--- src/hdl/radix_digit_string_to_fixed_top_assert.svh ---
// assertion macros for the radix string converter
`ifndef RADIX_DIGIT_STRING_TO_FIXED_TOP_ASSERT_SVH
`define RADIX_DIGIT_STRING_TO_FIXED_TOP_ASSERT_SVH

`ifndef SYNTHESIS

// consequent must hold in the same cycle as the antecedent
`define RDSF_ASSERT_SAME(lbl, clk, rstn, ante, cons) \
    lbl: assert property (@(posedge clk) disable iff (!rstn) (ante) |-> (cons)) \
        else $error("rdsf check failed");

// consequent must hold in the cycle after the antecedent
`define RDSF_ASSERT_NEXT(lbl, clk, rstn, ante, cons) \
    lbl: assert property (@(posedge clk) disable iff (!rstn) (ante) |=> (cons)) \
        else $error("rdsf check failed");

`else

`define RDSF_ASSERT_SAME(lbl, clk, rstn, ante, cons)
`define RDSF_ASSERT_NEXT(lbl, clk, rstn, ante, cons)

`endif

`endif

--- src/hdl/rdsf_pkg.sv ---
package rdsf_pkg;

    localparam int CHAR_W     = 8;
    localparam int RADIX_W    = 6;
    localparam int DIGIT_W    = 6;
    localparam int FRAC_REG_W = 63;
    localparam int FCNT_W     = 4;
    localparam int OUT_W      = 32;

    typedef logic [CHAR_W-1:0]     char_t;
    typedef logic [RADIX_W-1:0]    radix_t;
    typedef logic [DIGIT_W-1:0]    digit_t;
    typedef logic [FRAC_REG_W-1:0] frac_reg_t;
    typedef logic [FCNT_W-1:0]     fcnt_t;
    typedef logic [OUT_W-1:0]      out_word_t;

    localparam char_t  CHAR_ZERO   = 8'h30;
    localparam char_t  CHAR_NINE   = 8'h39;
    localparam char_t  CHAR_UPPER_A = 8'h41;
    localparam char_t  CHAR_UPPER_Z = 8'h5A;
    localparam char_t  CHAR_POINT  = 8'h2E;

    localparam digit_t DIGIT_NONE  = 6'd36;
    localparam digit_t DEC_DIGITS  = 6'd10;
    localparam radix_t RADIX_MIN   = 6'd2;
    localparam radix_t RADIX_MAX   = 6'd36;
    localparam radix_t RADIX_RESET = 6'd10;

    typedef enum logic [2:0] {
        ST_IDLE,
        ST_MUL,
        ST_ACC,
        ST_DINIT,
        ST_DIV,
        ST_OUT
    } state_t;

    typedef struct packed {
        logic load;
        logic mul;
        logic acc;
        logic div_init;
        logic div_step;
        logic finish;
    } cmd_t;

    typedef struct packed {
        logic last;
        logic div_done;
        logic out_busy;
    } stat_t;

    // value of a digit character, DIGIT_NONE for anything else
    function automatic digit_t digit_of(input char_t c);
        digit_t d;
        d = DIGIT_NONE;
        if (c inside {[CHAR_ZERO:CHAR_NINE]}) begin
            d = digit_t'(c - CHAR_ZERO);
        end else if (c inside {[CHAR_UPPER_A:CHAR_UPPER_Z]}) begin
            d = digit_t'(c - CHAR_UPPER_A) + DEC_DIGITS;
        end
        return d;
    endfunction

    function automatic radix_t clamp_radix(input radix_t r);
        radix_t e;
        e = r;
        if (r < RADIX_MIN) begin
            e = RADIX_MIN;
        end else if (r > RADIX_MAX) begin
            e = RADIX_MAX;
        end
        return e;
    endfunction

endpackage

--- src/hdl/rdsf_ctrl.sv ---
module rdsf_ctrl (
    input  logic            aclk,
    input  logic            aresetn,
    input  logic            s_tvalid,
    output logic            s_tready,
    input  rdsf_pkg::stat_t stat,
    output rdsf_pkg::cmd_t  cmd
);

    rdsf_pkg::state_t state_reg;
    rdsf_pkg::state_t state_next;

    always_ff @(posedge aclk) begin
        if (!aresetn) begin
            state_reg <= rdsf_pkg::ST_IDLE;
        end else begin
            state_reg <= state_next;
        end
    end

    always_comb begin
        state_next = state_reg;
        case (state_reg)
            rdsf_pkg::ST_IDLE: begin
                if (s_tvalid) begin
                    state_next = rdsf_pkg::ST_MUL;
                end
            end
            rdsf_pkg::ST_MUL: begin
                state_next = rdsf_pkg::ST_ACC;
            end
            rdsf_pkg::ST_ACC: begin
                state_next = stat.last ? rdsf_pkg::ST_DINIT : rdsf_pkg::ST_IDLE;
            end
            rdsf_pkg::ST_DINIT: begin
                state_next = rdsf_pkg::ST_DIV;
            end
            rdsf_pkg::ST_DIV: begin
                if (stat.div_done) begin
                    state_next = rdsf_pkg::ST_OUT;
                end
            end
            rdsf_pkg::ST_OUT: begin
                if (!stat.out_busy) begin
                    state_next = rdsf_pkg::ST_IDLE;
                end
            end
            default: begin
                state_next = rdsf_pkg::ST_IDLE;
            end
        endcase
    end

    always_comb begin
        cmd      = '0;
        s_tready = 1'b0;
        case (state_reg)
            rdsf_pkg::ST_IDLE: begin
                // no item is taken while reset is held
                s_tready = aresetn;
                cmd.load = s_tvalid && aresetn;
            end
            rdsf_pkg::ST_MUL: begin
                cmd.mul = 1'b1;
            end
            rdsf_pkg::ST_ACC: begin
                cmd.acc = 1'b1;
            end
            rdsf_pkg::ST_DINIT: begin
                cmd.div_init = 1'b1;
            end
            rdsf_pkg::ST_DIV: begin
                cmd.div_step = 1'b1;
            end
            rdsf_pkg::ST_OUT: begin
                cmd.finish = !stat.out_busy;
            end
            default: begin
                cmd = '0;
            end
        endcase
    end

endmodule

--- src/hdl/rdsf_datapath.sv ---
module rdsf_datapath #(
    parameter int INT_BITS        = 32,
    parameter int FRAC_BITS       = 32,
    parameter int MAX_FRAC_DIGITS = 12
) (
    input  logic                     aclk,
    input  logic                     aresetn,
    input  logic                     cfg_we,
    input  rdsf_pkg::radix_t         cfg_wdata,
    input  rdsf_pkg::char_t          s_tdata,
    input  logic                     s_tlast,
    input  rdsf_pkg::cmd_t           cmd,
    output rdsf_pkg::stat_t          stat,
    output logic                     m_tvalid,
    input  logic                     m_tready,
    output logic [2*rdsf_pkg::OUT_W-1:0] m_tdata,
    output logic [1:0]               m_tuser
);

    localparam int PROD_W   = INT_BITS + rdsf_pkg::RADIX_W;
    localparam int DIVCNT_W = $clog2(FRAC_BITS);

    rdsf_pkg::radix_t    radix_reg;
    rdsf_pkg::char_t     char_reg;
    logic                last_reg;
    logic                point_reg;
    rdsf_pkg::digit_t    digit_reg;
    logic [INT_BITS-1:0] int_acc_reg;
    logic                after_point_reg;
    rdsf_pkg::frac_reg_t numer_reg;
    rdsf_pkg::frac_reg_t denom_reg;
    rdsf_pkg::fcnt_t     count_reg;
    logic                ovf_reg;
    logic                bad_reg;
    logic [PROD_W-1:0]   int_prod_reg;
    rdsf_pkg::frac_reg_t numer_prod_reg;
    rdsf_pkg::frac_reg_t denom_prod_reg;
    rdsf_pkg::frac_reg_t rem_reg;
    logic [FRAC_BITS-1:0] quot_reg;
    logic [DIVCNT_W-1:0] divcnt_reg;
    logic                m_tvalid_reg;
    rdsf_pkg::out_word_t out_int_reg;
    rdsf_pkg::out_word_t out_frac_reg;
    logic                out_ovf_reg;
    logic                out_bad_reg;

    rdsf_pkg::radix_t    radix_eff;
    rdsf_pkg::digit_t    digit_raw;
    logic                digit_bad;
    logic [PROD_W-1:0]   int_sum;
    logic [rdsf_pkg::FRAC_REG_W:0] rem_shift;
    logic [rdsf_pkg::FRAC_REG_W:0] denom_ext;
    logic                rem_ge;

    assign radix_eff = rdsf_pkg::clamp_radix(radix_reg);
    assign digit_raw = rdsf_pkg::digit_of(char_reg);
    assign digit_bad = (digit_raw >= radix_eff);
    assign int_sum   = int_prod_reg + PROD_W'(digit_reg);
    assign rem_shift = {rem_reg, 1'b0};
    assign denom_ext = {1'b0, denom_reg};
    assign rem_ge    = (rem_shift >= denom_ext);

    always_ff @(posedge aclk) begin
        if (!aresetn) begin
            radix_reg <= rdsf_pkg::RADIX_RESET;
        end else if (cfg_we) begin
            radix_reg <= cfg_wdata;
        end
    end

    // item capture and products
    always_ff @(posedge aclk) begin
        if (cmd.load) begin
            char_reg <= s_tdata;
            last_reg <= s_tlast;
        end
        if (cmd.mul) begin
            point_reg      <= (char_reg == rdsf_pkg::CHAR_POINT);
            digit_reg      <= digit_bad ? '0 : digit_raw;
            int_prod_reg   <= PROD_W'(int_acc_reg) * PROD_W'(radix_eff);
            numer_prod_reg <= rdsf_pkg::frac_reg_t'(numer_reg *
                                                     rdsf_pkg::frac_reg_t'(radix_eff));
            denom_prod_reg <= rdsf_pkg::frac_reg_t'(denom_reg *
                                                     rdsf_pkg::frac_reg_t'(radix_eff));
        end
    end

    // number state
    always_ff @(posedge aclk) begin
        if (!aresetn || cmd.finish) begin
            int_acc_reg     <= '0;
            after_point_reg <= 1'b0;
            numer_reg       <= '0;
            denom_reg       <= rdsf_pkg::frac_reg_t'(1);
            count_reg       <= '0;
            ovf_reg         <= 1'b0;
            bad_reg         <= 1'b0;
        end else begin
            if (cmd.mul && digit_bad && (char_reg != rdsf_pkg::CHAR_POINT)) begin
                bad_reg <= 1'b1;
            end
            if (cmd.acc) begin
                if (point_reg) begin
                    after_point_reg <= 1'b1;
                end else if (!after_point_reg) begin
                    // anything above the integer width means saturation
                    if (int_sum[PROD_W-1:INT_BITS] != '0) begin
                        int_acc_reg <= '1;
                        ovf_reg     <= 1'b1;
                    end else begin
                        int_acc_reg <= int_sum[INT_BITS-1:0];
                    end
                end else if (count_reg < rdsf_pkg::fcnt_t'(MAX_FRAC_DIGITS)) begin
                    numer_reg <= numer_prod_reg + rdsf_pkg::frac_reg_t'(digit_reg);
                    denom_reg <= denom_prod_reg;
                    count_reg <= count_reg + 1'b1;
                end
            end
        end
    end

    // restoring division, one quotient bit per cycle
    always_ff @(posedge aclk) begin
        if (cmd.div_init) begin
            rem_reg    <= numer_reg;
            quot_reg   <= '0;
            divcnt_reg <= '0;
        end else if (cmd.div_step) begin
            rem_reg    <= rem_ge ? rdsf_pkg::frac_reg_t'(rem_shift - denom_ext)
                                 : rem_shift[rdsf_pkg::FRAC_REG_W-1:0];
            quot_reg   <= {quot_reg[FRAC_BITS-2:0], rem_ge};
            divcnt_reg <= divcnt_reg + 1'b1;
        end
    end

    always_ff @(posedge aclk) begin
        if (!aresetn) begin
            m_tvalid_reg <= 1'b0;
        end else if (cmd.finish) begin
            m_tvalid_reg <= 1'b1;
        end else if (m_tready) begin
            m_tvalid_reg <= 1'b0;
        end
    end

    always_ff @(posedge aclk) begin
        if (cmd.finish) begin
            out_int_reg  <= rdsf_pkg::out_word_t'(int_acc_reg);
            out_frac_reg <= rdsf_pkg::out_word_t'(quot_reg);
            out_ovf_reg  <= ovf_reg;
            out_bad_reg  <= bad_reg;
        end
    end

    assign stat.last     = last_reg;
    assign stat.div_done = (divcnt_reg == DIVCNT_W'(FRAC_BITS - 1));
    assign stat.out_busy = m_tvalid_reg && !m_tready;

    assign m_tvalid = m_tvalid_reg;
    assign m_tdata  = {out_frac_reg, out_int_reg};
    assign m_tuser  = {out_bad_reg, out_ovf_reg};

endmodule

--- src/hdl/radix_digit_string_to_fixed_top.sv ---
// Converts a number written one ASCII character per item in a radix of 2 to 36
// (digits 0-9 and A-Z, '.' before the fraction) into a saturated integer part and
// an unsigned fixed-point fraction of FRAC_BITS bits, truncated. A character other
// than '.' that is not a digit or not below the radix counts as zero and sets
// bad_digit. Each character is captured, multiplied by the radix and accumulated;
// the character with tlast then goes on to a restoring divider that produces the
// fraction one quotient bit per cycle. The result sits in an output register, so
// characters of the next number are taken while it waits; only a second result
// stalls until the first has gone. The radix register resets to 10 and is written
// whenever cfg_we is high.
`include "radix_digit_string_to_fixed_top_assert.svh"

module radix_digit_string_to_fixed_top #(
    parameter int INT_BITS        = 32,
    parameter int FRAC_BITS       = 32,
    parameter int MAX_FRAC_DIGITS = 12
) (
    input  logic        aclk,
    input  logic        aresetn,
    input  logic        cfg_we,
    input  logic [5:0]  cfg_wdata,
    input  logic        s_tvalid,
    output logic        s_tready,
    input  logic [7:0]  s_tdata,   // char_code
    input  logic        s_tlast,
    output logic        m_tvalid,
    input  logic        m_tready,
    output logic [63:0] m_tdata,   // int_value, frac_value
    output logic [1:0]  m_tuser    // overflow, bad_digit
);

    rdsf_pkg::cmd_t  cmd;
    rdsf_pkg::stat_t stat;

    rdsf_ctrl u_ctrl (
        .aclk     (aclk),
        .aresetn  (aresetn),
        .s_tvalid (s_tvalid),
        .s_tready (s_tready),
        .stat     (stat),
        .cmd      (cmd)
    );

    rdsf_datapath #(
        .INT_BITS        (INT_BITS),
        .FRAC_BITS       (FRAC_BITS),
        .MAX_FRAC_DIGITS (MAX_FRAC_DIGITS)
    ) u_datapath (
        .aclk      (aclk),
        .aresetn   (aresetn),
        .cfg_we    (cfg_we),
        .cfg_wdata (cfg_wdata),
        .s_tdata   (s_tdata),
        .s_tlast   (s_tlast),
        .cmd       (cmd),
        .stat      (stat),
        .m_tvalid  (m_tvalid),
        .m_tready  (m_tready),
        .m_tdata   (m_tdata),
        .m_tuser   (m_tuser)
    );

    // a captured item is always worked on before the next is taken
    `RDSF_ASSERT_NEXT(a_busy_after_item, aclk, aresetn, s_tvalid && s_tready, !s_tready)
    // a result never overwrites one still waiting
    `RDSF_ASSERT_SAME(a_no_overwrite, aclk, aresetn, cmd.finish, !m_tvalid || m_tready)
    `RDSF_ASSERT_NEXT(a_result_shown, aclk, aresetn, cmd.finish, m_tvalid)
    // the divider only runs while no item can be taken
    `RDSF_ASSERT_SAME(a_div_blocks_input, aclk, aresetn, cmd.div_step, !s_tready)

endmodule
--- config.mk ---
export PLATFORM = sky130hd
export DESIGN_NAME = radix_digit_string_to_fixed_top
export DESIGN_NICKNAME = d
export VERILOG_FILES = /design/src/hdl/rdsf_pkg.sv /design/src/hdl/rdsf_ctrl.sv /design/src/hdl/rdsf_datapath.sv /design/src/hdl/radix_digit_string_to_fixed_top.sv
export VERILOG_INCLUDE_DIRS = /design/src /design/src/hdl
export SDC_FILE = /design/constraint.sdc
export NUM_CORES = 2
export LEC_CHECK = 0
export ABC_AREA = 1
export ABC_CLOCK_PERIOD_IN_PS = 15800
export BUFFER_PORTS_ARGS = -buffer_cell sky130_fd_sc_hd__buf_2
export CORE_MARGIN = 2
export CORE_UTILIZATION = 50
export DETAILED_ROUTE_END_ITERATION = 6
export PLACE_DENSITY = 0.77
export SLEW_MARGIN = 20
export SYNTH_ARGS = -nofsm -noshare
export SYNTH_HDL_FRONTEND = slang
export SYNTH_SLANG_ARGS = --single-unit
--- constraint.sdc ---
create_clock -name aclk -period 15.8 [get_ports aclk]
set_input_delay 0.79 -clock aclk [delete_from_list [all_inputs] [get_ports aclk]]
set_output_delay 0.79 -clock aclk [all_outputs]
set_load 0.05 [all_outputs]
* Word-level counts from Yosys, hierarchy flattened
Cells that the tools add are included.
** Word-level totals
- Logic and storage cells :: 98
- Register bits after elaboration :: 521
- Output and inout port bits :: 68
** Cells by class
- Add/subtract/negate cells :: 8
- Eq/ne operators :: 11
- Multipliers :: 3
- $lt $le $gt $ge :: 9
- Reductions and logical operators :: 19
- Muxes and demuxes :: 22
- Bitwise operators :: 2
** Operator list (count)
- $mux 63 :: 3
- $mul 63x6->63 :: 2
- $ge 64x63->1 :: 1
- $add 63x6->63 :: 1
- $sub 63x63->63 :: 1
- $add 38x6->38 :: 1
- $mul 32x6->38 :: 1
- $mux 32 :: 1
- $mux 6 :: 4
- $pmux 3 s6 :: 1
- $mux 1 :: 9
- $mux 3 :: 3
- $eq 8x6->1 const B :: 1
- $ge 8x6->1 const B :: 1
- $ge 8x7->1 const B :: 1
- $le 8x6->1 const B :: 1
- $le 8x7->1 const B :: 1
- $ne 8x6->1 const B :: 1
- $reduce_and 4->1 :: 2
- $add 6x4->6 const B :: 1
- $eq 3x2->1 const B :: 2
- $eq 3x3->1 const B :: 2
- $ge 6x6->1 :: 1
- $gt 6x6->1 const B :: 1
- other kinds (19) :: 31

* Logic depth before layout (Yosys ltp)
- Depth in word-level cells :: 7
- Depth in mapped cells :: 29
- Gate-level depth less buffers :: 27

* Hierarchy
Synthesis repeated with hierarchy kept, for this count alone.
** Second synthesis, totals
- Cells, all modules :: 8327
- Area total of the unflattened synthesis :: 58613.7 um^2
** Modules (own cells, without submodules)
- rdsf_datapath :: instances 1, sequential area each 13462.9 um^2, cells an instance 8291, area an instance 58388.5 um^2
- rdsf_ctrl :: instances 1, sequential area each 60.1 um^2, cells an instance 36, area an instance 225.2 um^2

* Least setup slack after synthesis
Ideal clock, no wire load.
- Path type :: flip-flop to flip-flop
- From :: reg u_ctrl.state_reg[1]
- To :: reg u_datapath.bad_reg
- Arrival :: 13.042 ns
- Slack :: 2.693 ns
- Cell stages (with the launch flop) :: 6
- Setup time :: 0.065 ns
- Required time :: 15.735 ns
- Period minus slack after synthesis :: 13.107 ns
- Path buffers :: 0
- Cell sequence :: dfxtp_1 -> nor3_1 -> inv_1 -> nor2_1 -> a21oi_1 -> nor2_1
** Between the ends
- Word-level cells in the longest chain between the ends :: 4
- Elaborated cells between the ends (all ways) :: 7
- Classes of those cells :: 2 x eq/ne; 2 x mux; 3 x reduce/logical
** RTL lines
- start, declared :: RTL line rdsf_ctrl.sv:10 : rdsf_pkg::state_t state_reg;
- start signal, assigned :: RTL line rdsf_ctrl.sv:15 : state_reg <= rdsf_pkg::ST_IDLE;
- start signal, assigned :: RTL line rdsf_ctrl.sv:17 : state_reg <= state_next;
- $eq 3x1->1 :: RTL line rdsf_ctrl.sv:57 : case (state_reg)
- $mux 1 :: RTL line rdsf_ctrl.sv:57
- $logic_and 1x1->1 (2 in series) :: RTL line rdsf_datapath.sv:99 : if (cmd.mul && digit_bad && (char_reg != rdsf_pkg::CHAR_POINT)) begin
- end signal, assigned :: RTL line rdsf_datapath.sv:97 : bad_reg <= 1'b0;
- end signal, assigned :: RTL line rdsf_datapath.sv:100 : bad_reg <= 1'b1;
- end, declared :: RTL line rdsf_datapath.sv:34 : logic bad_reg;
Parallel ways exist; a longest one is shown, timed or not.
A chain may end at the register's enable or synchronous reset.

* Worst setup path in the final report
- From :: reg u_datapath.radix_reg[5]
- To :: reg u_datapath.denom_prod_reg[59] (data pin)
** Between the ends
- Word-level cells in the longest chain between the ends :: 4
- Elaborated cells between the ends (all ways) :: 5
- Classes of those cells :: 1 x mul; 2 x order compare; 2 x mux
** RTL lines
- start, declared :: RTL line rdsf_datapath.sv:23 : rdsf_pkg::radix_t radix_reg;
- start signal, assigned :: RTL line rdsf_datapath.sv:65 : radix_reg <= rdsf_pkg::RADIX_RESET;
- start signal, assigned :: RTL line rdsf_datapath.sv:67 : radix_reg <= cfg_wdata;
- $gt 6x6->1 :: RTL line rdsf_pkg.sv:70 : end else if (r > RADIX_MAX) begin
- $mux 6 :: RTL line rdsf_pkg.sv:70
- $mux 6 (*) :: RTL line rdsf_pkg.sv:68 : if (r < RADIX_MIN) begin
- $mul 63x6->63 (*) :: RTL line rdsf_datapath.sv:83 : denom_prod_reg <= rdsf_pkg::frac_reg_t'(denom_reg *
- end signal, assigned :: RTL line rdsf_datapath.sv:83
- end, declared :: RTL line rdsf_datapath.sv:37 : rdsf_pkg::frac_reg_t denom_prod_reg;
Mark *: on every way between the ends. The rest lies on a longest branch, timed or not.

==> out/results.txt <==
Detailed Route Iter0 Violations - 6,924
CORE AREA - 0.116 sq mm
Number of cells upsized or downsized after cts - 0
Grt total ovfl - 0
Layout cells sized above 1 - 0.0374
Synth top area share - 0.202
Number of synthesized register bits - 521
Seq/Total Area, Yosys - 0.231
Port Buffers - 87
Critical Path End Type - flop
Cell accounting for the most synthesized area - fa_1
Io pins - 88
Arr. time, crit path - 8.09 ns
Most area-consuming cells after synthesis - fa_1 (20%), edfxtp_1 (16%), inv_1 (12%)
Site row count - 125
CTS tree - yes
Leakage - 31.1 nW
Post-synth cell types - 59
Int Power - 0.00351 W
Post-route cell area - 0.0627 sq mm
Critical-path cell list - buf_4 -> nand2_1 -> nand2_1 -> nand2_1 -> inv_4 -> buf_4 -> nor2_1 -> fa_1 -> inv_1 -> fa_1 -> fa_1 -> inv_1 -> ha_1 -> nand3_1 -> nand2_1 -> a21oi_1 -> o21ai_0 -> nand3_1 -> nand2_1 -> nand2_1 -> nand4_1 -> nand2_1
Post-CTS setup buffers - 0
Number of global-route vias before repair - 53,900
Die Y - 346 microns
Worst reg2reg setup slack - 8.13 ns
CP required - 16.22 ns
Status - finished, final reports clean
Final Hold Slack - 0.311 ns
RSZ-0062 raised after global routing - false
Mapped Area - 0.0585 sq mm
Synth Flop Type - edfxtp_1
Synth Warn # - 0
Final Max Tran Viols - 0
Worst slew margin - 0.214
Setup crit start kind - flop
Post-synthesis net count - 9,172
Worst path max stage delay - 0.90 ns
Fmax - 130 MHz
Most instantiated library cell after synthesis - inv_1
GPL Wtd Cong - 1.09
Post-Synthesis Cells - 8,293
# setup viols final - 0
Num CTS Buffers - 69
DR DRC count - 0
CTS Hold Bufs - 0
Crit path top cell by count - nand2_1
Hold Vio Cnt, Final - 0
WS Path Type - reg2reg
Pwr per Cell Area - 98.7 mW/mm^2
Worst Skew - 0.0262 ns
Antenna-violating nets left - 0
Hold path cells - 1
Hold_sp - s_tdata[0]
Vias - 55,400
Die W - 346 microns
R2R cell count - 22
Worst Hold End - u_datapath.char_reg[0]
Slowest CP cell - buf_4
Reg2reg end - u_datapath.denom_prod_reg[59]
Number of synthesized flops with an enable pin - 309
Sinks on Clock Net - 521
Worst-skew pair later-pin latency - 0.67 ns
Sequential Power Share - 0.336
VDD IR max - 0.102 mV
Critical R2R Launch - u_datapath.radix_reg[5]
CP max FO - 73
Largest net degree at the start of global routing - 82
Max Cap Violations - 0
Setup TNS - 0 ns
Power share of the clock group - 0.265
Root buffer cell - clkbuf_16
Final Critical Period - 7.67 ns
Initial Util - 0.504
Fin crit share - 0.486
Clk pin slew, worst setup/hold paths - 0.06 ns
Area grow syn2layout - 7.16%
DP HPWL - 170 mm
# nets final - 9,168
Switching power - 0.00268 W
Tightest Hold Check Type - in2reg
Worst Tran Pin Value - 1.18 ns
Mean area per synthesized cell - 7.05 sq um
Part of the power in combinational logic - 0.398
Maximum clock insertion buffer count - 3
GRT Util Overall - 0.349
Asr flop ratio synth - 0
First-pass GRT wire length - 321 mm
Post-place instance area - 0.0604 sq mm
Initial antenna violation count - 8
DR vias/cell - 5.62
CTS H-tree depth - 3
Commonest cells in the netlist - inv_1 (1,840), nand2_1 (1,706), nor2_1 (1,330)
Drt wl/cell - 21.4 microns
Sw Share - 0.433
Final WL - 211 mm
Die area - 0.120 sq mm
DRT Pass-1 Iters - 7
## metrics by stage
stage / setup WS (ns) / total power, W / cells / utilization
2_1_floorplan: 2.69 / 0.00376 / 8293 / -
3_3_place_gp: 8.51 / 0.00445 / 9742 / 0.520
3_5_place_dp: 8.42 / 0.00448 / 9742 / 0.520
4_1_cts: 8.38 / 0.00613 / 9868 / 0.540
5_1_grt: 7.87 / 0.00650 / 9868 / 0.540
6_report: 8.13 / 0.00619 / 9870 / 0.540
## cells in the final DEF (no fill, tap or decap), drive strengths merged, types with 73 or more instances in the layout
cell / count
clkbuf: 92
inv: 1855
a21oi: 394
xnor2: 73
fa: 590
buf: 125
xor2: 123
nand4: 131
nor3: 85
nor2: 1339
dfxtp: 212
edfxtp: 309
ha: 269
nand3: 380
o21ai: 360
nand2: 1712
## power by group through the flow
| stage | combinational [W] | sequential, W | clock, W |
|---|---|---|---|
| floorplan | 0.00164 | 0.00211 | 0 |
| global placement | 0.00236 | 0.00209 | 0 |
| detailed placement | 0.00239 | 0.00209 | 0 |
| CTS | 0.00240 | 0.00207 | 0.00165 |
| global route | 0.00270 | 0.00210 | 0.00170 |
| finish | 0.00246 | 0.00208 | 0.00164 |
## metal layers
| metal | up-vias | track usage | share of wire |
|---|---|---|---|
| li1 | 25500 | - | - |
| met1 | 26500 | 0.485 | 0.41 |
| met2 | 2986 | 0.532 | 0.43 |
| met3 | 480 | 0.0746 | 0.11 |
| met4 | 4 | 0.142 | 0.045 |
| met5 | - | 0 | 0.00012 |
## worst max-delay path: cells and delay by family (launching register included)
family / cells / cell delay, ns
buf+inv: 5 / 2.24
fa+ha+maj: 4 / 1.93
simple gates: 11 / 1.51
compound gates: 2 / 0.95
flops: 1 / 0.69
## how the worst max path moves through the flow
stage	from	to	slack [ns]
6_report	u_datapath.radix_reg[5]	u_datapath.denom_prod_reg[59]	8.13
5_1_grt	u_datapath.radix_reg[5]	u_datapath.denom_prod_reg[59]	7.87
3_3_place_gp	u_datapath.radix_reg[5]	u_datapath.denom_prod_reg[55]	8.51
2_1_floorplan	u_ctrl.state_reg[1]	u_datapath.bad_reg	2.69
4_1_cts	u_datapath.radix_reg[5]	u_datapath.denom_prod_reg[59]	8.38
3_5_place_dp	u_datapath.radix_reg[5]	u_datapath.denom_prod_reg[59]	8.42
## area by class of cell
type | count | area, sq um
multi-input cells | 5720 | 37300
clock inverters | 34 | 320
repair buffers | 125 | 721
fillers | 11300 | 53400
clock buffers | 92 | 1970
flip-flops and latches | 521 | 13500
well taps | 1524 | 1910
inverters | 1852 | 6960
diodes | 2 | 5.00
## cells by family after synthesis
family | Yosys count | share of synthesized area
and+or+nand+nor | 3732 | 0.261
DFF | 521 | 0.231
AOI/OAI and AO/OA | 933 | 0.0869
buffers and inverters | 2052 | 0.133
xor gates and xnor gates | 196 | 0.0294
adders and majority gates | 859 | 0.259
(Power assumes the default switching activity.)
